**src/rtl/rfts_pkg.sv**
```systemverilog
// Shared types, constants and helpers for the repeat-frame transmit sequencer.
// Used by every module under rtl; depends on nothing.
package rfts_pkg;

  localparam int BUFFER_BYTES   = 32;
  localparam int HOP_SLOTS      = 4;
  localparam int HOP_ENTRIES    = 4;
  localparam int HOP_W          = 2;
  localparam int BYTE_W         = 8;
  localparam int CH_W           = 7;
  localparam int MS_W           = 8;
  localparam int BMS_W          = 5;
  localparam int BCNT_W         = 4;
  localparam int OP_W           = 2;
  localparam int PADDR_W        = 5;
  localparam int PDATA_W        = 32;
  localparam int SECOND_SEND_MS = 60;
  localparam int RETIRE_MS      = 180;

  typedef enum logic [OP_W-1:0] {
    OP_BYTE = 2'd0,
    OP_TICK = 2'd1,
    OP_PAIR = 2'd2
  } op_e;

  typedef enum logic [1:0] {
    PH_IDLE   = 2'd0,
    PH_FIRST  = 2'd1,
    PH_SECOND = 2'd2
  } phase_e;

  typedef enum logic [2:0] {
    REG_BURST_MODE   = 3'd0,
    REG_HOP_A        = 3'd1,
    REG_HOP_B        = 3'd2,
    REG_HOP_C        = 3'd3,
    REG_HOP_D        = 3'd4,
    REG_FIXED_CH     = 3'd5,
    REG_BURST_COUNT  = 3'd6,
    REG_BURST_PERIOD = 3'd7
  } reg_e;

  typedef enum logic [3:0] {
    ST_IDLE,
    ST_SCHED,
    ST_COPY_RD,
    ST_COPY_WR,
    ST_DBL_RD,
    ST_DBL_HI,
    ST_DBL_LO,
    ST_BURST_RD,
    ST_BURST_OUT
  } state_e;

  typedef struct packed {
    logic                            burst_mode;
    logic [HOP_SLOTS-1:0][CH_W-1:0]  hop_channel;
    logic [CH_W-1:0]                 fixed_channel;
    logic [BCNT_W-1:0]               burst_count;
    logic [BMS_W-1:0]                burst_period;
  } cfg_t;

  typedef struct packed {
    logic              valid;
    logic [BYTE_W-1:0] data;
    logic              last;
    logic [CH_W-1:0]   channel;
    logic              pair;
  } emit_t;

  function automatic logic [BYTE_W-1:0] double_nibble(input logic [3:0] n);
    return {n[3], n[3], n[2], n[2], n[1], n[1], n[0], n[0]};
  endfunction

endpackage

```
**src/rtl/repeat_frame_tx_sequencer_top.sv**
```systemverilog
// Repeat-frame transmit sequencer top: config port, core, output register.
// A request passes an accept and a schedule step; scheduling repeats when a buffer retires.
// A bit-doubling send reads each payload byte and issues its doubled nibbles, high first;
// a burst-mode copy reads and writes each byte; a burst send reads each frame byte from RAM.
// Results leave through an output register that loads when empty or when its result is taken.
// Reset clears all control state and loads register defaults; RAM contents stay undefined.
module repeat_frame_tx_sequencer_top #(
  parameter int BUFFER_BYTES = rfts_pkg::BUFFER_BYTES
) (
  input  logic                         clk_i,
  input  logic                         rst_ni,
  input  logic                         in_valid_i,
  output logic                         in_stall_o,
  input  logic [rfts_pkg::OP_W-1:0]    operation_i,
  input  logic [rfts_pkg::BYTE_W-1:0]  payload_byte_i,
  input  logic                         payload_end_i,
  output logic                         out_valid_o,
  input  logic                         out_stall_i,
  output logic [rfts_pkg::BYTE_W-1:0]  tx_byte_o,
  output logic                         tx_end_o,
  output logic [rfts_pkg::CH_W-1:0]    tx_channel_o,
  output logic                         use_pair_address_o,
  input  logic                         psel,
  input  logic                         penable,
  input  logic                         pwrite,
  input  logic [rfts_pkg::PADDR_W-1:0] paddr,
  input  logic [rfts_pkg::PDATA_W-1:0] pwdata,
  output logic [rfts_pkg::PDATA_W-1:0] prdata,
  output logic                         pready
);

  rfts_pkg::cfg_t  cfg;
  rfts_pkg::emit_t emit;
  logic            emit_ready;

  logic                        out_valid_q, out_valid_d;
  logic [rfts_pkg::BYTE_W-1:0] tx_byte_q;
  logic                        tx_end_q;
  logic [rfts_pkg::CH_W-1:0]   tx_channel_q;
  logic                        pair_q;

  rfts_cfg u_cfg (
    .clk_i   (clk_i),
    .rst_ni  (rst_ni),
    .psel    (psel),
    .penable (penable),
    .pwrite  (pwrite),
    .paddr   (paddr),
    .pwdata  (pwdata),
    .prdata  (prdata),
    .pready  (pready),
    .cfg_o   (cfg)
  );

  rfts_core #(
    .BUFFER_BYTES (BUFFER_BYTES)
  ) u_core (
    .clk_i          (clk_i),
    .rst_ni         (rst_ni),
    .in_valid_i     (in_valid_i),
    .in_stall_o     (in_stall_o),
    .operation_i    (operation_i),
    .payload_byte_i (payload_byte_i),
    .payload_end_i  (payload_end_i),
    .cfg_i          (cfg),
    .emit_ready_i   (emit_ready),
    .emit_o         (emit)
  );

  assign emit_ready  = !out_valid_q || !out_stall_i;
  assign out_valid_d = emit_ready ? emit.valid : out_valid_q;

  always_ff @(posedge clk_i or negedge rst_ni) begin
    if (!rst_ni) begin
      out_valid_q <= 1'b0;
    end else begin
      out_valid_q <= out_valid_d;
    end
  end

  always_ff @(posedge clk_i) begin
    if (emit_ready && emit.valid) begin
      tx_byte_q    <= emit.data;
      tx_end_q     <= emit.last;
      tx_channel_q <= emit.channel;
      pair_q       <= emit.pair;
    end
  end

  assign out_valid_o        = out_valid_q;
  assign tx_byte_o          = tx_byte_q;
  assign tx_end_o           = tx_end_q;
  assign tx_channel_o       = tx_channel_q;
  assign use_pair_address_o = pair_q;

  a_idle_no_emit : assert property (@(posedge clk_i) disable iff (!rst_ni)
    !in_stall_o |-> !emit.valid)
    else $error("core issued a result while taking requests");

  a_accept_stalls : assert property (@(posedge clk_i) disable iff (!rst_ni)
    in_valid_i && !in_stall_o |=> in_stall_o)
    else $error("core took a request without a scheduling cycle");

  a_emit_holds : assert property (@(posedge clk_i) disable iff (!rst_ni)
    emit.valid && !emit_ready |=> emit.valid && $stable(emit.data) && $stable(emit.last))
    else $error("blocked result changed before the output register took it");

endmodule

```
**src/rtl/rfts_ram.sv**
```systemverilog
// Generic single-write, single-read synchronous RAM with registered read data.
// Standalone; default sizes come from rfts_pkg.
module rfts_ram #(
  parameter int WIDTH = rfts_pkg::BYTE_W,
  parameter int DEPTH = 2 * rfts_pkg::BUFFER_BYTES,
  localparam int AW   = (DEPTH > 1) ? $clog2(DEPTH) : 1
) (
  input  logic             clk_i,
  input  logic             we_i,
  input  logic [AW-1:0]    waddr_i,
  input  logic [WIDTH-1:0] wdata_i,
  input  logic             re_i,
  input  logic [AW-1:0]    raddr_i,
  output logic [WIDTH-1:0] rdata_o
);

  logic [WIDTH-1:0] mem_q [DEPTH];
  logic [WIDTH-1:0] rdata_q;

  always_ff @(posedge clk_i) begin
    if (we_i) begin
      mem_q[waddr_i] <= wdata_i;
    end
    if (re_i) begin
      rdata_q <= mem_q[raddr_i];
    end
  end

  assign rdata_o = rdata_q;

endmodule

```
**src/rtl/rfts_cfg.sv**
```systemverilog
// APB-style configuration register file for the transmit sequencer.
// Depends on rfts_pkg for register codes and the cfg_t bundle.
module rfts_cfg (
  input  logic                         clk_i,
  input  logic                         rst_ni,
  input  logic                         psel,
  input  logic                         penable,
  input  logic                         pwrite,
  input  logic [rfts_pkg::PADDR_W-1:0] paddr,
  input  logic [rfts_pkg::PDATA_W-1:0] pwdata,
  output logic [rfts_pkg::PDATA_W-1:0] prdata,
  output logic                         pready,
  output rfts_pkg::cfg_t               cfg_o
);

  rfts_pkg::cfg_t cfg_q, cfg_d;
  rfts_pkg::reg_e sel;
  logic           wr;

  assign sel    = rfts_pkg::reg_e'(paddr[rfts_pkg::PADDR_W-1:2]);
  assign wr     = psel && penable && pwrite;
  assign pready = 1'b1;
  assign cfg_o  = cfg_q;

  always_comb begin
    cfg_d = cfg_q;
    if (wr) begin
      case (sel)
        rfts_pkg::REG_BURST_MODE:   cfg_d.burst_mode     = pwdata[0];
        rfts_pkg::REG_HOP_A:        cfg_d.hop_channel[0] = pwdata[rfts_pkg::CH_W-1:0];
        rfts_pkg::REG_HOP_B:        cfg_d.hop_channel[1] = pwdata[rfts_pkg::CH_W-1:0];
        rfts_pkg::REG_HOP_C:        cfg_d.hop_channel[2] = pwdata[rfts_pkg::CH_W-1:0];
        rfts_pkg::REG_HOP_D:        cfg_d.hop_channel[3] = pwdata[rfts_pkg::CH_W-1:0];
        rfts_pkg::REG_FIXED_CH:     cfg_d.fixed_channel  = pwdata[rfts_pkg::CH_W-1:0];
        rfts_pkg::REG_BURST_COUNT:  cfg_d.burst_count    = pwdata[rfts_pkg::BCNT_W-1:0];
        rfts_pkg::REG_BURST_PERIOD: cfg_d.burst_period   = pwdata[rfts_pkg::BMS_W-1:0];
        default: ;
      endcase
    end
  end

  always_comb begin
    case (sel)
      rfts_pkg::REG_BURST_MODE:   prdata = rfts_pkg::PDATA_W'(cfg_q.burst_mode);
      rfts_pkg::REG_HOP_A:        prdata = rfts_pkg::PDATA_W'(cfg_q.hop_channel[0]);
      rfts_pkg::REG_HOP_B:        prdata = rfts_pkg::PDATA_W'(cfg_q.hop_channel[1]);
      rfts_pkg::REG_HOP_C:        prdata = rfts_pkg::PDATA_W'(cfg_q.hop_channel[2]);
      rfts_pkg::REG_HOP_D:        prdata = rfts_pkg::PDATA_W'(cfg_q.hop_channel[3]);
      rfts_pkg::REG_FIXED_CH:     prdata = rfts_pkg::PDATA_W'(cfg_q.fixed_channel);
      rfts_pkg::REG_BURST_COUNT:  prdata = rfts_pkg::PDATA_W'(cfg_q.burst_count);
      rfts_pkg::REG_BURST_PERIOD: prdata = rfts_pkg::PDATA_W'(cfg_q.burst_period);
      default:                    prdata = '0;
    endcase
  end

  always_ff @(posedge clk_i or negedge rst_ni) begin
    if (!rst_ni) begin
      cfg_q.burst_mode    <= 1'b1;
      cfg_q.hop_channel   <= '0;
      cfg_q.fixed_channel <= '0;
      cfg_q.burst_count   <= rfts_pkg::BCNT_W'(3);
      cfg_q.burst_period  <= rfts_pkg::BMS_W'(6);
    end else begin
      cfg_q <= cfg_d;
    end
  end

endmodule

```
**src/rtl/rfts_core.sv**
```systemverilog
// Sequencer core: ping-pong payload buffers, send scheduler, burst timer.
// Depends on rfts_pkg; holds payload and frame bytes in two rfts_ram instances.
module rfts_core #(
  parameter int BUFFER_BYTES = rfts_pkg::BUFFER_BYTES
) (
  input  logic                        clk_i,
  input  logic                        rst_ni,
  input  logic                        in_valid_i,
  output logic                        in_stall_o,
  input  logic [rfts_pkg::OP_W-1:0]   operation_i,
  input  logic [rfts_pkg::BYTE_W-1:0] payload_byte_i,
  input  logic                        payload_end_i,
  input  rfts_pkg::cfg_t              cfg_i,
  input  logic                        emit_ready_i,
  output rfts_pkg::emit_t             emit_o
);

  localparam int CNT_W     = $clog2(BUFFER_BYTES + 1);
  localparam int FL_W      = $clog2(BUFFER_BYTES + 2);
  localparam int BUF_DEPTH = 2 * BUFFER_BYTES;
  localparam int BA_W      = $clog2(BUF_DEPTH);
  localparam int FRM_DEPTH = BUFFER_BYTES + 1;
  localparam int FA_W      = $clog2(FRM_DEPTH);

  localparam int MS_W   = rfts_pkg::MS_W;
  localparam int BMS_W  = rfts_pkg::BMS_W;
  localparam int BCNT_W = rfts_pkg::BCNT_W;
  localparam int HOP_W  = rfts_pkg::HOP_W;
  localparam int BYTE_W = rfts_pkg::BYTE_W;
  localparam int CH_W   = rfts_pkg::CH_W;

  rfts_pkg::state_e state_q, state_d;
  rfts_pkg::phase_e phase_q, phase_d;
  rfts_pkg::op_e    op;

  logic [CNT_W-1:0]  len_q [2];
  logic [CNT_W-1:0]  len_d [2];
  logic              active_q, active_d;
  logic              wbuf_q, wbuf_d;
  logic [CNT_W-1:0]  wcnt_q, wcnt_d;
  logic [MS_W-1:0]   ms_q, ms_d;
  logic [FL_W-1:0]   flen_q, flen_d;
  logic [BYTE_W-1:0] seq_q, seq_d;
  logic              last_q, last_d;
  logic              run_q, run_d;
  logic [BCNT_W-1:0] sent_q, sent_d;
  logic [BMS_W-1:0]  bms_q, bms_d;
  logic [HOP_W-1:0]  hop_q, hop_d;
  logic              pair_q, pair_d;
  logic [FL_W-1:0]   cnt_q, cnt_d;
  logic [CH_W-1:0]   ch_q, ch_d;

  logic [CNT_W-1:0]  cur_len;
  logic              send_now, retire_now;
  logic              tick_live, fire;
  logic [BMS_W-1:0]  bms_inc;
  logic [BCNT_W-1:0] sent_inc;
  logic [FL_W-1:0]   cnt_nx;
  logic              cnt_last_len, cnt_last_flen;
  logic              wb_sel, room;
  logic [CNT_W-1:0]  wcnt_inc;

  logic              buf_we, buf_re;
  logic [BA_W-1:0]   buf_waddr, buf_raddr;
  logic [BYTE_W-1:0] buf_rdata;
  logic              frm_we, frm_re;
  logic [FA_W-1:0]   frm_waddr, frm_raddr;
  logic [BYTE_W-1:0] frm_wdata, frm_rdata;

  assign op         = rfts_pkg::op_e'(operation_i);
  assign in_stall_o = (state_q != rfts_pkg::ST_IDLE);

  assign cur_len    = len_q[active_q];
  assign send_now   = (cur_len != '0) &&
                      ((phase_q == rfts_pkg::PH_IDLE) ||
                       ((phase_q == rfts_pkg::PH_FIRST) &&
                        (ms_q > MS_W'(rfts_pkg::SECOND_SEND_MS))));
  assign retire_now = (cur_len != '0) && (phase_q == rfts_pkg::PH_SECOND) &&
                      (ms_q > MS_W'(rfts_pkg::RETIRE_MS));

  assign tick_live  = run_q && cfg_i.burst_mode;
  assign bms_inc    = bms_q + BMS_W'(1);
  assign fire       = tick_live &&
                      ((cfg_i.burst_period == '0) || (bms_inc >= cfg_i.burst_period));
  assign sent_inc   = sent_q + BCNT_W'(1);

  assign cnt_nx        = cnt_q + FL_W'(1);
  assign cnt_last_len  = (cnt_nx == FL_W'(cur_len));
  assign cnt_last_flen = (cnt_nx == flen_q);

  assign wb_sel   = (wcnt_q == '0) ? ((phase_q == rfts_pkg::PH_IDLE) ? active_q : ~active_q)
                                   : wbuf_q;
  assign room     = (wcnt_q < CNT_W'(BUFFER_BYTES));
  assign wcnt_inc = room ? (wcnt_q + CNT_W'(1)) : wcnt_q;

  assign buf_waddr = BA_W'(wcnt_q) + (wb_sel ? BA_W'(BUFFER_BYTES) : '0);
  assign buf_raddr = BA_W'(cnt_q) + (active_q ? BA_W'(BUFFER_BYTES) : '0);
  assign frm_raddr = FA_W'(cnt_q);

  rfts_ram #(
    .WIDTH (BYTE_W),
    .DEPTH (BUF_DEPTH)
  ) u_buf_ram (
    .clk_i   (clk_i),
    .we_i    (buf_we),
    .waddr_i (buf_waddr),
    .wdata_i (payload_byte_i),
    .re_i    (buf_re),
    .raddr_i (buf_raddr),
    .rdata_o (buf_rdata)
  );

  rfts_ram #(
    .WIDTH (BYTE_W),
    .DEPTH (FRM_DEPTH)
  ) u_frm_ram (
    .clk_i   (clk_i),
    .we_i    (frm_we),
    .waddr_i (frm_waddr),
    .wdata_i (frm_wdata),
    .re_i    (frm_re),
    .raddr_i (frm_raddr),
    .rdata_o (frm_rdata)
  );

  always_comb begin
    state_d = state_q;
    case (state_q)
      rfts_pkg::ST_IDLE: begin
        if (in_valid_i) begin
          if ((op == rfts_pkg::OP_TICK) && fire && (flen_q != '0)) begin
            state_d = rfts_pkg::ST_BURST_RD;
          end else begin
            state_d = rfts_pkg::ST_SCHED;
          end
        end
      end
      rfts_pkg::ST_SCHED: begin
        if (send_now) begin
          state_d = cfg_i.burst_mode ? rfts_pkg::ST_COPY_RD : rfts_pkg::ST_DBL_RD;
        end else if (retire_now) begin
          state_d = rfts_pkg::ST_SCHED;
        end else begin
          state_d = rfts_pkg::ST_IDLE;
        end
      end
      rfts_pkg::ST_COPY_RD: state_d = rfts_pkg::ST_COPY_WR;
      rfts_pkg::ST_COPY_WR: begin
        state_d = cnt_last_len ? rfts_pkg::ST_IDLE : rfts_pkg::ST_COPY_RD;
      end
      rfts_pkg::ST_DBL_RD: state_d = rfts_pkg::ST_DBL_HI;
      rfts_pkg::ST_DBL_HI: begin
        if (emit_ready_i) begin
          state_d = rfts_pkg::ST_DBL_LO;
        end
      end
      rfts_pkg::ST_DBL_LO: begin
        if (emit_ready_i) begin
          state_d = cnt_last_len ? rfts_pkg::ST_IDLE : rfts_pkg::ST_DBL_RD;
        end
      end
      rfts_pkg::ST_BURST_RD: state_d = rfts_pkg::ST_BURST_OUT;
      rfts_pkg::ST_BURST_OUT: begin
        if (emit_ready_i) begin
          state_d = cnt_last_flen ? rfts_pkg::ST_SCHED : rfts_pkg::ST_BURST_RD;
        end
      end
      default: state_d = rfts_pkg::ST_IDLE;
    endcase
  end

  always_comb begin
    len_d     = len_q;
    active_d  = active_q;
    wbuf_d    = wbuf_q;
    wcnt_d    = wcnt_q;
    phase_d   = phase_q;
    ms_d      = ms_q;
    flen_d    = flen_q;
    seq_d     = seq_q;
    last_d    = last_q;
    run_d     = run_q;
    sent_d    = sent_q;
    bms_d     = bms_q;
    hop_d     = hop_q;
    pair_d    = pair_q;
    cnt_d     = cnt_q;
    ch_d      = ch_q;
    buf_we    = 1'b0;
    buf_re    = 1'b0;
    frm_we    = 1'b0;
    frm_re    = 1'b0;
    frm_waddr = '0;
    frm_wdata = '0;
    emit_o    = '0;
    case (state_q)
      rfts_pkg::ST_IDLE: begin
        if (in_valid_i) begin
          case (op)
            rfts_pkg::OP_BYTE: begin
              wbuf_d = wb_sel;
              buf_we = room;
              wcnt_d = wcnt_inc;
              if (payload_end_i) begin
                len_d[wb_sel] = wcnt_inc;
                wcnt_d        = '0;
              end
            end
            rfts_pkg::OP_TICK: begin
              ms_d = (ms_q == '1) ? ms_q : (ms_q + MS_W'(1));
              if (tick_live) begin
                if (fire) begin
                  bms_d = '0;
                  if (sent_inc >= cfg_i.burst_count) begin
                    run_d  = 1'b0;
                    sent_d = '0;
                  end else begin
                    sent_d = sent_inc;
                  end
                  ch_d  = cfg_i.hop_channel[hop_q];
                  hop_d = (hop_q == HOP_W'(rfts_pkg::HOP_ENTRIES - 1)) ? '0
                                                                      : (hop_q + HOP_W'(1));
                  ms_d  = '0;
                  cnt_d = '0;
                end else begin
                  bms_d = bms_inc;
                end
              end
            end
            rfts_pkg::OP_PAIR: pair_d = 1'b1;
            default: ;
          endcase
        end
      end
      rfts_pkg::ST_SCHED: begin
        if (send_now) begin
          cnt_d   = '0;
          phase_d = (phase_q == rfts_pkg::PH_IDLE) ? rfts_pkg::PH_FIRST
                                                   : rfts_pkg::PH_SECOND;
          ms_d    = '0;
          if (cfg_i.burst_mode) begin
            frm_we    = 1'b1;
            frm_wdata = seq_q;
            flen_d    = FL_W'(cur_len) + FL_W'(1);
            run_d     = 1'b1;
            if (!run_q) begin
              bms_d  = '0;
              sent_d = '0;
            end
            if (active_q != last_q) begin
              seq_d  = seq_q + BYTE_W'(1);
              last_d = active_q;
            end
          end
        end else if (retire_now) begin
          len_d[active_q] = '0;
          active_d        = ~active_q;
          phase_d         = rfts_pkg::PH_IDLE;
          pair_d          = 1'b0;
        end
      end
      rfts_pkg::ST_COPY_RD: buf_re = 1'b1;
      rfts_pkg::ST_COPY_WR: begin
        frm_we    = 1'b1;
        frm_waddr = FA_W'(cnt_nx);
        frm_wdata = buf_rdata;
        cnt_d     = cnt_nx;
      end
      rfts_pkg::ST_DBL_RD: buf_re = 1'b1;
      rfts_pkg::ST_DBL_HI: begin
        emit_o.valid   = 1'b1;
        emit_o.data    = rfts_pkg::double_nibble(buf_rdata[7:4]);
        emit_o.last    = 1'b0;
        emit_o.channel = cfg_i.fixed_channel;
        emit_o.pair    = pair_q;
      end
      rfts_pkg::ST_DBL_LO: begin
        emit_o.valid   = 1'b1;
        emit_o.data    = rfts_pkg::double_nibble(buf_rdata[3:0]);
        emit_o.last    = cnt_last_len;
        emit_o.channel = cfg_i.fixed_channel;
        emit_o.pair    = pair_q;
        if (emit_ready_i) begin
          cnt_d = cnt_nx;
        end
      end
      rfts_pkg::ST_BURST_RD: frm_re = 1'b1;
      rfts_pkg::ST_BURST_OUT: begin
        emit_o.valid   = 1'b1;
        emit_o.data    = frm_rdata;
        emit_o.last    = cnt_last_flen;
        emit_o.channel = ch_q;
        emit_o.pair    = pair_q;
        if (emit_ready_i) begin
          cnt_d = cnt_nx;
        end
      end
      default: ;
    endcase
  end

  always_ff @(posedge clk_i or negedge rst_ni) begin
    if (!rst_ni) begin
      state_q  <= rfts_pkg::ST_IDLE;
      len_q    <= '{default: '0};
      active_q <= 1'b0;
      wbuf_q   <= 1'b0;
      wcnt_q   <= '0;
      phase_q  <= rfts_pkg::PH_IDLE;
      ms_q     <= '0;
      flen_q   <= '0;
      seq_q    <= '0;
      last_q   <= 1'b0;
      run_q    <= 1'b0;
      sent_q   <= '0;
      bms_q    <= '0;
      hop_q    <= '0;
      pair_q   <= 1'b0;
      cnt_q    <= '0;
      ch_q     <= '0;
    end else begin
      state_q  <= state_d;
      len_q    <= len_d;
      active_q <= active_d;
      wbuf_q   <= wbuf_d;
      wcnt_q   <= wcnt_d;
      phase_q  <= phase_d;
      ms_q     <= ms_d;
      flen_q   <= flen_d;
      seq_q    <= seq_d;
      last_q   <= last_d;
      run_q    <= run_d;
      sent_q   <= sent_d;
      bms_q    <= bms_d;
      hop_q    <= hop_d;
      pair_q   <= pair_d;
      cnt_q    <= cnt_d;
      ch_q     <= ch_d;
    end
  end

endmodule

```
**config.mk**
```make
export PLATFORM = sky130hd
export DESIGN_NAME = repeat_frame_tx_sequencer_top
export DESIGN_NICKNAME = d
export VERILOG_FILES = /design/src/rtl/rfts_pkg.sv /design/src/rtl/repeat_frame_tx_sequencer_top.sv /design/src/rtl/rfts_ram.sv /design/src/rtl/rfts_cfg.sv /design/src/rtl/rfts_core.sv
export SDC_FILE = /design/constraint.sdc
export NUM_CORES = 1
export LEC_CHECK = 0
export CAP_MARGIN = 0
export CORE_MARGIN = 5
export CORE_UTILIZATION = 55
export DETAILED_ROUTE_END_ITERATION = 8
export DONT_BUFFER_PORTS = 1
export HOLD_SLACK_MARGIN = 0.1
export PLACE_DENSITY = 0.74
export SLEW_MARGIN = 30
export SYNTH_ARGS = -nofsm -noshare
export SYNTH_HDL_FRONTEND = slang
export SYNTH_SLANG_ARGS = --single-unit
```
**constraint.sdc**
```tcl
create_clock -name clk_i -period 3.4 [get_ports clk_i]
set_input_delay 0.34 -clock clk_i [delete_from_list [all_inputs] [get_ports clk_i]]
set_output_delay 0.34 -clock clk_i [all_outputs]
set_load 0.02 [all_outputs]
```
Yosys cells after proc, flatten, opt, wreduce, memory -nomap -nowiden
Memory sizes are Yosys's and may differ from the RTL's. A register that Yosys moved wholly into a read port is not among the register bits. Cells that the tools add are included.

Register bits: 138. Bits in writable memories: 776. Bits of input ports: 55. Output and inout port bits: 52. Logic and storage cells: 254. Memories kept: 2.

Memory list: u_core.u_buf_ram.mem_q (depth 64, bits a word 8, read ports 1, clocked after Yosys merged registers in 1, wr ports 1, RTL line rfts_ram.sv:17) `logic [WIDTH-1:0] mem_q [DEPTH];`; u_core.u_frm_ram.mem_q (depth 33, bits a word 8, read ports 1, clocked after Yosys merged registers in 1, wr ports 1, RTL line rfts_ram.sv:17).

$add $sub $neg: 10. Order comparisons: 10. Equal/unequal tests: 41. Mux-type cells: 100. Bitwise gates (word level): 6. Reduce and logical (&&, ||, !) cells: 54.

Operators by type and width (number): one-hot mux 32 bit (8 select lines) (1); two-way mux 6 bit (16); two-way mux 8 bit (8); two-way mux 12 bit (5); one-hot mux 18 bit (3 select lines) (1); two-way mux 4 bit (13); one-hot mux 4 bit (9 select lines) (1); two-way mux 5 bit (7); one-hot mux 8 bit (2 select lines) (2); two-way mux 1 bit (25); one-hot mux 12 bit (2 select lines) (1); one-hot mux 6 bit (4 select lines) (1); inequality test 2 bit (second input constant) (10); adder 6 x 1 -> 6 bit (second input constant) (3); AND reduction 2 bit (9); adder 8 x 1 -> 8 bit (second input constant) (2); equality test 4 x 3 -> 1 bit (second input constant) (4); AND reduction 8 bit (2); binary-select mux 7 bit (select 2 bit) (1); inequality test 2 x 1 -> 1 bit (second input constant) (7); AND reduction 7 bit (2); logical AND 1 bit (13); adder 6 bit (2); bitwise AND 12 bit (1); 48 further kinds (84).

Depth between registers and ports, before layout
Gate-level depths: netlist of run 1.

Depth in word-level cells: 13. Gate-level depth with buffers: 11. Mapped depth without buffers: 9.

By module
A second synthesis of run 1 with hierarchy kept.

Cells, all modules: 2332. Area, all modules: 39296.4 µm².

Modules (own cells, without submodules): rfts_ram (u_core.u_buf_ram) (instances 1, cells each 972, area an instance 20270.7 µm², sequential area each 15615.0 µm²); rfts_ram (u_core.u_frm_ram) (instances 1, cells each 594, area an instance 10801.6 µm², sequential area each 8167.8 µm²); rfts_core (instances 1, cells each 567, area an instance 5321.4 µm², sequential area each 1876.8 µm²); rfts_cfg (instances 1, cells each 178, area an instance 2344.7 µm², sequential area each 1132.3 µm²); repeat_frame_tx_sequencer_top (instances 1, cells each 21, area an instance 558.0 µm², sequential area each 535.5 µm²).

Least setup slack after synthesis of run 1
OpenSTA, ideal clock, no wires.

Path type: reg-to-reg. Start: register u_core.active_q. End: memory u_core.u_frm_ram.mem_q[0][4] in the netlist's numbering (data pin). Library setup time: 0.286 ns. Arrival time: 2.697 ns. Data required time: 3.114 ns. Path slack: 0.418 ns. Stages on the path, launching flop included: 10. Path buffers: 3. Period minus slack after synthesis: 2.982 ns. Path through: dfrtp_1 > buf_2 > buf_6 > mux2i_1 > ha_1 > nor4b_1 > a22o_4 > nor3_2 > clkbuf_1 > a22o_1.

Cells in the longest elaborated chain, start to end: 8.

RTL lines: start, declared (RTL line rfts_core.sv:38) `logic active_q, active_d;`; start signal, assigned (RTL line rfts_core.sv:324) `active_q <= active_d;`; NOT 1 -> 2 bit (implied by the code) (RTL line rfts_core.sv:73) `assign cur_len = len_q[active_q];`; two-way mux 6 bit (implied by the code) (3 in a row) (RTL line rfts_core.sv:73); nonzero test 6 bit (RTL line rfts_core.sv:74) `assign send_now = (cur_len != '0) &&`; logical AND 1 bit (RTL line rfts_core.sv:74); two-way mux 8 bit (RTL line rfts_core.sv:236) `if (send_now) begin`; one-hot mux 8 bit (2 select lines) (RTL line rfts_core.sv:196) `case (state_q)`; via u_core.frm_wdata[4] (RTL line rfts_core.sv:68) `logic [BYTE_W-1:0] frm_wdata, frm_rdata;`; end, declared (RTL line rfts_ram.sv:17).

The timed path passes the listed nets, and every way through them passes these cells. The select of a mux whose other input is x is not followed.

Worst setup path after layout of run 1
Start: register u_core.state_q[0]. End: memory u_core.u_buf_ram.mem_q[22][1] in the netlist's numbering (enable).

Cells in the longest elaborated chain, start to end: 4.

RTL lines: start, declared (RTL line rfts_core.sv:32) `rfts_pkg::state_e state_q, state_d;`; start signal, assigned (RTL line rfts_core.sv:304) `state_q <= rfts_pkg::ST_IDLE;`; start signal, assigned (RTL line rfts_core.sv:322) `state_q <= state_d;`; logical NOT 4 bit (RTL line rfts_core.sv:196); two-way mux 1 bit (RTL line rfts_core.sv:196); two-way mux 1 bit (RTL line rfts_ram.sv:21) `if (we_i) begin`; two-way mux 1 bit (implied by the code) (RTL line rfts_ram.sv:22) `mem_q[waddr_i] <= wdata_i;`; end, declared (RTL line rfts_ram.sv:17).

Every way passes these cells.

==> results of run 1 <==
==> cells by family after synthesis <==
family,Yosys count,synth area share
adder cells (fa/ha/maj),22,0.006950
flip-flops,930,0.7027
multiplexers,370,0.1321
AND/OR/NAND/NOR,442,0.05399
other,2,0.0001931
XOR/XNOR,50,0.01181
AO/OA/AOI/OAI,413,0.07046
buffers and inverters,182,0.02175
==> registers in the layout, indices dropped and copies added, names as in the netlist, 7 cells and up <==
register                  cells
u_core.u_buf_ram.mem_q      512
u_core.u_frm_ram.mem_q      264
u_cfg.cfg_o                  45
u_core.len_q                 12
tx_byte_o                     8
u_core.ms_q                   8
u_core.seq_q                  8
u_core.u_buf_ram.rdata_o      8
u_core.u_frm_ram.rdata_o      8
tx_channel_o                  7
u_core.ch_q                   7
==> worst max path at each step <==
| stage | from | endpoint | slack [ns] |
|---|---|---|---|
| final | u_core.state_q[0]$_DFFE_PN0P_ | u_core.u_buf_ram.mem_q[22][1]$_DFFE_PP_ | 0.29 |
| after global routing | u_core.state_q[0]$_DFFE_PN0P_ | u_core.u_buf_ram.mem_q[16][2]$_DFFE_PP_ | 0.07 |
| after CTS | u_core.state_q[0]$_DFFE_PN0P_ | u_core.u_buf_ram.mem_q[8][0]$_DFFE_PP_ | 0.32 |
| after detailed placement | u_core.state_q[0]$_DFFE_PN0P_ | u_core.u_buf_ram.mem_q[56][5]$_DFFE_PP_ | 0.32 |
| after global placement | u_core.active_q$_DFFE_PN0P_ | u_core.u_frm_ram.mem_q[6][3]$_DFFE_PP_ | 0.32 |
| after floorplan | u_core.active_q$_DFFE_PN0P_ | u_core.u_frm_ram.mem_q[0][4]$_DFFE_PP_ | 0.42 |
==> critical path: stages, from the launching register on <==
cell	delay [ns]
dfrtp_1	0.48
nor4_2	0.41
nand3_1	0.41
nor2_1	0.41
nand4_1	0.14
buf_4	0.24
nor2_1	0.62
==> area by class of cell <==
cell class	count	area, sq um	share of cell area
Multi-Input combinational cell	1323	10830	0.2472
Tap cell	940	1176	0.02685
Clock inverter	51	440.4	0.01005
Inverter	27	101.3	0.002313
Clock buffer	111	2374	0.05418
Sequential cell	930	27340	0.6240
Timing Repair Buffer	158	1551	0.03541
==> per-layer routing <==
metal	vias up	share of wire	global-route usage
met1	11120	0.39	0.3059
li1	9705	-	-
met5	-	0	0
met4	0	0.029	0.06821
met2	983	0.51	0.3901
met3	186	0.073	0.03916
==> power by group through the flow <==
stage	clock (mW)	combinational (mW)	sequential, mW
6_report	9.56	6.73	13.6
4_1_cts	9.69	6.71	13.6
3_3_place_gp	0	6.30	13.8
3_5_place_dp	0	6.45	13.8
2_1_floorplan	0	4.94	13.6
5_1_grt	10.2	7.24	13.7
==> placed cells by master, fill, tap and decap left out, drive strengths merged, types with 52 or more instances in the layout <==
cell / n
a21oi: 83
buf: 129
clkbuf: 111
dfrtp: 116
edfxtp: 809
mux2: 103
mux2i: 163
mux4: 104
nand2: 112
nand3: 52
nor2: 153
o21ai: 101
==> stage by stage <==
| stage | util | hold slack (ns) | instance area (sq um) | total power [mW] | cells |
|---|---|---|---|---|---|
| after detailed placement | 0.5777 | 0.04833 | 40460 | 20.30 | 3340 |
| after CTS | 0.6256 | 0.1126 | 43810 | 30.01 | 3540 |
| final | 0.6256 | 0.1598 | 43810 | 29.91 | 3540 |
| after floorplan | - | 0.04441 | 38980 | 18.51 | 2435 |
| after global placement | 0.5777 | 0.04782 | 40450 | 20.12 | 3340 |
| after global routing | 0.6256 | 0.1852 | 43810 | 31.11 | 3540 |
==> flow_metrics.tcl, run 1 <==
set metrics [dict create \
    synth_top_area_cell "edfxtp_1" \
    numClockSinks 930 \
    clkLatencyLatePin_ns 0.64 \
    period_minus_slack_ns 3.109 \
    status "completed" \
    cp-end-kind "flop" \
    path_class "flop to flop" \
    dr.pass1.iters 8 \
    cts.path.max_buffers 3 \
    antenna_found_initial 0 \
    min_path_type "input port to flop" \
    reg2reg_depth 6 \
    sequentialPowerShare 0.455 \
    grtUsageTotal 0.2285 \
    synth_top_area_frac 0.6247 \
    yosys-top-cells-area "edfxtp_1 (62%), dfrtp_1 (7.5%), mux4_2 (6.0%)" \
    cts_resized 0 \
    synth_edf_count 809 \
    setup_violations 0 \
    nNetsFinal 2606 \
    antenna_left 0 \
    hold_path_end "u_cfg.cfg_o[7]$_DFFE_PN0P_" \
    p_comb_frac 0.225 \
    wire_per_inst_um 24.53 \
    drt_iter0_markers 2887 \
    synth_most_common_cell "edfxtp_1" \
    rrSetupSlack_ns 0.29 \
    dieArea_sq_um 76120 \
    drive_gt1_frac 0.1881 \
    drcViolationCount 0 \
    yosysSeqAreaShare 0.7027 \
    root_buffer "clkbuf_16" \
    ir_drop_v 0.0005620 \
    overflow 0 \
    crit_fanout 10 \
    area_growth_pct 12.66 \
    dp.final_hpwl_mm 54.52 \
    min_path_cells 4 \
    ys_seq_elements 930 \
    slew_headroom 0.3365 \
    synth_cell_type_count 70 \
    async_flop_share 0.1301 \
    gp_congestion 0.8872 \
    nFillCells 4951 \
    yosys_warnings 0 \
    powerDensity_nw_per_um2 682.7 \
    core_sq_um 70030 \
    synth_common_cells "edfxtp_1 (809), mux2i_1 (162), nor2_1 (153), dfrtp_1 (116), nand2_1 (112)" \
    setup-tns-final_ns 0 \
    holdBufCountCts 38 \
    intPower_mw 21.43 \
    die-width_um 275.9 \
    postCtsSetupRepairBufs 0 \
    port_buffers 0 \
    finalClockSkew_ns 0.02235 \
    die_h_um 275.9 \
    reg2reg_to "u_core.u_buf_ram.mem_q[22][1]$_DFFE_PP_" \
    p_clk_frac 0.320 \
    fmax_mhz 321.6 \
    syn_inst 2411 \
    cts_tree "yes" \
    grt_pass1_wl_mm 132.7 \
    hold_viol 0 \
    post_drt_via_cell_ratio 6.212 \
    antenna_cells_inserted 0 \
    num_vias 21990 \
    synth_top_flop_cell "edfxtp_1" \
    cp-start-kind "flop" \
    cts_buffers 91 \
    worstReg2RegStart "u_core.state_q[0]$_DFFE_PN0P_" \
    rsz0062_at_grt "no" \
    p_leak_nw 14.76 \
    fin_ws_ns 0.2905 \
    slew_viol_final 0 \
    finalCritPeriodShare 0.9146 \
    clkTransAtPathRegs_ns 0.06 \
    synth_area_sq_um 38890 \
    totalWireLength_mm 86.84 \
    htree_levels 3 \
    ios 107 \
    hold_start "paddr[2]" \
    initial_utilization 0.5553 \
    sw_frac_of_total 0.2834 \
    rows 97 \
    synth_area_per_cell_sq_um 16.13 \
    grt_pass1_vias 21910 \
    power_switching_mw 8.477 \
    grt_max_degree 122 \
    tightest_slew_ns 0.9916 \
    cp.arrival_ns 3.37 \
    drv_cap 0 \
    dp_slack_ns 0.3167 \
    crit_required_ns 3.66 \
]
No activity file was read; power rests on OpenSTA's default activity.
==> inputs of run 2 (changes only) <==
- ABC_AREA: default -> 1
- CAP_MARGIN: 0 -> default
- clock period: 3.4 -> 3.9 ns (I/O delays scaled with it)
==> run 2 against run 1 <==
Net effect: maximum frequency decreased by 3.1%; register-to-register slack improved by 0.40 ns; synthesized cell count increased by 45%; critical path depth increased by 3; worst setup slack improved by 0.40 ns; sequential power decreased by 12%; via count increased by 19%; global-route usage increased by 0.33 points; utilization decreased by 1.1 points; non-clock buffer count decreased by 49; combinational power decreased by 9.2%; final cell count increased by 29%.
==> flow_metrics.tcl, run 2 <==
set metrics [dict create \
    setup-tns-final_ns 0 \
    num_vias 26150 \
    status "completed" \
    drcViolationCount 0 \
    grt_pass1_wl_mm 141.2 \
    yosysSeqAreaShare 0.6916 \
    crit_required_ns 4.18 \
    dp.final_hpwl_mm 54.58 \
    antenna_found_initial 0 \
    nFillCells 5485 \
    fmax_mhz 311.6 \
    grt_pass1_vias 24760 \
    hold_viol 0 \
    crit_fanout 9 \
    period_minus_slack_ns 3.209 \
    rsz0062_at_grt "no" \
    total_power_mw 26.29 \
    post_drt_via_cell_ratio 5.730 \
    yosys-top-cells-area "edfxtp_1 (61%), dfrtp_1 (7.3%), nand2_1 (7.2%)" \
    tightest_slew_ns 0.8425 \
    worstReg2RegStart "u_core.state_q[2]$_DFFE_PN0P_" \
    stdcell_area_sq_um 43860 \
    sw_frac_of_total 0.3212 \
    gp_congestion 0.8848 \
    slew_headroom 0.4363 \
    cp-start-kind "flop" \
    p_clk_frac 0.315 \
    reg2reg_depth 9 \
    numClockSinks 930 \
    slew_viol_final 0 \
    holdWs_ns 0.1289 \
    synth_top_area_frac 0.6148 \
    path_class "flop to flop" \
    crit_buf_inv 2 \
    nNetsFinal 3613 \
    rrSetupSlack_ns 0.69 \
    cts.path.max_buffers 3 \
    slowest_stage "nor2_1" \
    synth_top_flop_cell "edfxtp_1" \
    cts_buffers 91 \
    rows 98 \
    clkTransAtPathRegs_ns 0.06 \
    critPathTopFamily "simple AND/OR/NAND/NOR gates" \
    htree_levels 3 \
    dieArea_sq_um 77300 \
    root_buffer "clkbuf_16" \
    port_buffers 0 \
    finalCritPeriodShare 0.8228 \
    drv_cap 0 \
    synth_cell_type_count 49 \
    clkLatencyLatePin_ns 0.65 \
    initial_utilization 0.5537 \
    ir_drop_v 0.0004463 \
    finalClockSkew_ns 0.03010 \
    synth_most_common_cell "edfxtp_1" \
    cpPeakStageDelay_ns 0.76 \
    intPower_mw 17.84 \
    powerDensity_nw_per_um2 599.3 \
    yosys_warnings 0 \
    hold_start "payload_byte_i[2]" \
    dpl_cell_area_sq_um 40630 \
    grt_max_degree 209 \
    grtUsageTotal 0.2318 \
    p_leak_nw 16.18 \
    layout_common_cells "edfxtp_1 (809), nand2_1 (762), nor2_1 (465)" \
    overflow 0 \
    p_comb_frac 0.232 \
    reg2reg_to "u_core.u_buf_ram.mem_q[48][0]$_DFFE_PP_" \
    drive_gt1_frac 0.07803 \
    drt_iter0_markers 2924 \
    wire_per_inst_um 20.10 \
    totalWireLength_mm 91.73 \
    ys_seq_elements 930 \
    cp.arrival_ns 3.49 \
    min_path_type "input port to flop" \
    synth_area_per_cell_sq_um 11.28 \
    min_path_cells 1 \
    path_cells "nor2_1, inv_2, nor2_4, inv_2, nor2_2, nand2_2, nor3_4, nand3_2, nor2_1" \
    synth_common_cells "edfxtp_1 (809), nand2_1 (763), nor2_1 (466), o21ai_0 (386), inv_1 (145)" \
    power_switching_mw 8.445 \
    cts_tree "yes" \
    dr.pass1.iters 6 \
    top_register "u_core.u_buf_ram.mem_q" \
    syn_inst 3503 \
    synth_area_sq_um 39510 \
    antenna_left 0 \
    core_sq_um 71360 \
    cp-end-kind "flop" \
    setup_violations 0 \
    die_h_um 278.0 \
    synth_edf_count 809 \
    ios 107 \
    hold_path_end "u_core.u_buf_ram.mem_q[51][2]$_DFFE_PP_" \
    sequentialPowerShare 0.452 \
    final_common_cell "edfxtp_1" \
    largest_reg_flops 512 \
    postCtsSetupRepairBufs 0 \
    antenna_cells_inserted 0 \
    async_flop_share 0.1301 \
    area_growth_pct 11.01 \
    synth_top_area_cell "edfxtp_1" \
    die-width_um 278.0 \
]
[run 2: power groups by stage]
| stage | sequential [mW] | combinational [mW] | clock (mW) |
|---|---|---|---|
| after floorplan | 11.9 | 4.39 | 0 |
| after global placement | 12.1 | 5.74 | 0 |
| after detailed placement | 12.1 | 5.85 | 0 |
| after CTS | 11.9 | 6.05 | 8.39 |
| after global routing | 11.9 | 6.79 | 8.86 |
| final | 11.9 | 6.11 | 8.29 |
[run 2: worst register-to-register path, delay by kind of cell, from the launching register on]
family	cells	cell delay [ns]
and+or+nand+nor	7	2.20
DFF	1	0.40
buffers and inverters	2	0.23
[run 2: cell families (layout without fill, tap and decap cells)]
kind of cell	Yosys count	after routing	synth area share
and+or+nand+nor	1395	1395	0.1416
DFF	930	930	0.6916
AOI/OAI and AO/OA	701	701	0.09627
buffers and inverters	350	437	0.03810
muxes	81	81	0.02055
xor gates and xnor gates	24	24	0.005320
adders and majority gates	20	20	0.006333
other	2	26	0.0001901
[run 2: what timing repair did]
item | in CTS | in global routing
hold buffers | 24 | 0
hold endpoints to repair | 688 | 0
gates resized for setup | 0 | 0
[run 2: worst max-delay path by stage]
stage | from | end | slack, ns | cells past startpoint
floorplan | u_core.active_q$_DFFE_PN0P_ | u_core.u_frm_ram.mem_q[0][0]$_DFFE_PP_ | 0.51 | 11
global placement | u_core.state_q[2]$_DFFE_PN0P_ | u_core.u_buf_ram.mem_q[10][5]$_DFFE_PP_ | 0.77 | 9
detailed placement | u_core.state_q[2]$_DFFE_PN0P_ | u_core.u_buf_ram.mem_q[48][1]$_DFFE_PP_ | 0.70 | 9
CTS | u_core.state_q[2]$_DFFE_PN0P_ | u_core.u_buf_ram.mem_q[48][6]$_DFFE_PP_ | 0.73 | 9
global route | u_core.state_q[2]$_DFFE_PN0P_ | u_core.u_buf_ram.mem_q[48][1]$_DFFE_PP_ | 0.49 | 9
finish | u_core.state_q[2]$_DFFE_PN0P_ | u_core.u_buf_ram.mem_q[48][0]$_DFFE_PP_ | 0.69 | 9
[run 2: final cells by class]
type	count	area [sq um]	area share
multi-input combinational	2247	10810	0.2463
clock inverter	51	420.4	0.009585
clock buffer	118	2389	0.05446
timing repair buffer	109	1119	0.02550
inverter	159	608.1	0.01386
tap	950	1189	0.02710
sequential	930	27330	0.6231
[run 2: stage by stage]
stage,instances,worst slack (ns),utilization
6_report,4564,0.6911,0.6146
5_1_grt,4564,0.4861,0.6146
4_1_cts,4563,0.7338,0.6142
3_5_place_dp,4370,0.7012,0.5693
3_3_place_gp,4370,0.7691,0.5693
2_1_floorplan,3527,0.5133,-
[run 2: routing by layer]
| metal | global-route usage | wire (um) |
|---|---|---|
| met4 | 0.07024 | 2520 |
| met3 | 0.03481 | 7013 |
| met1 | 0.3234 | 37860 |
| met2 | 0.3839 | 44340 |
| met5 | 0 | 0 |
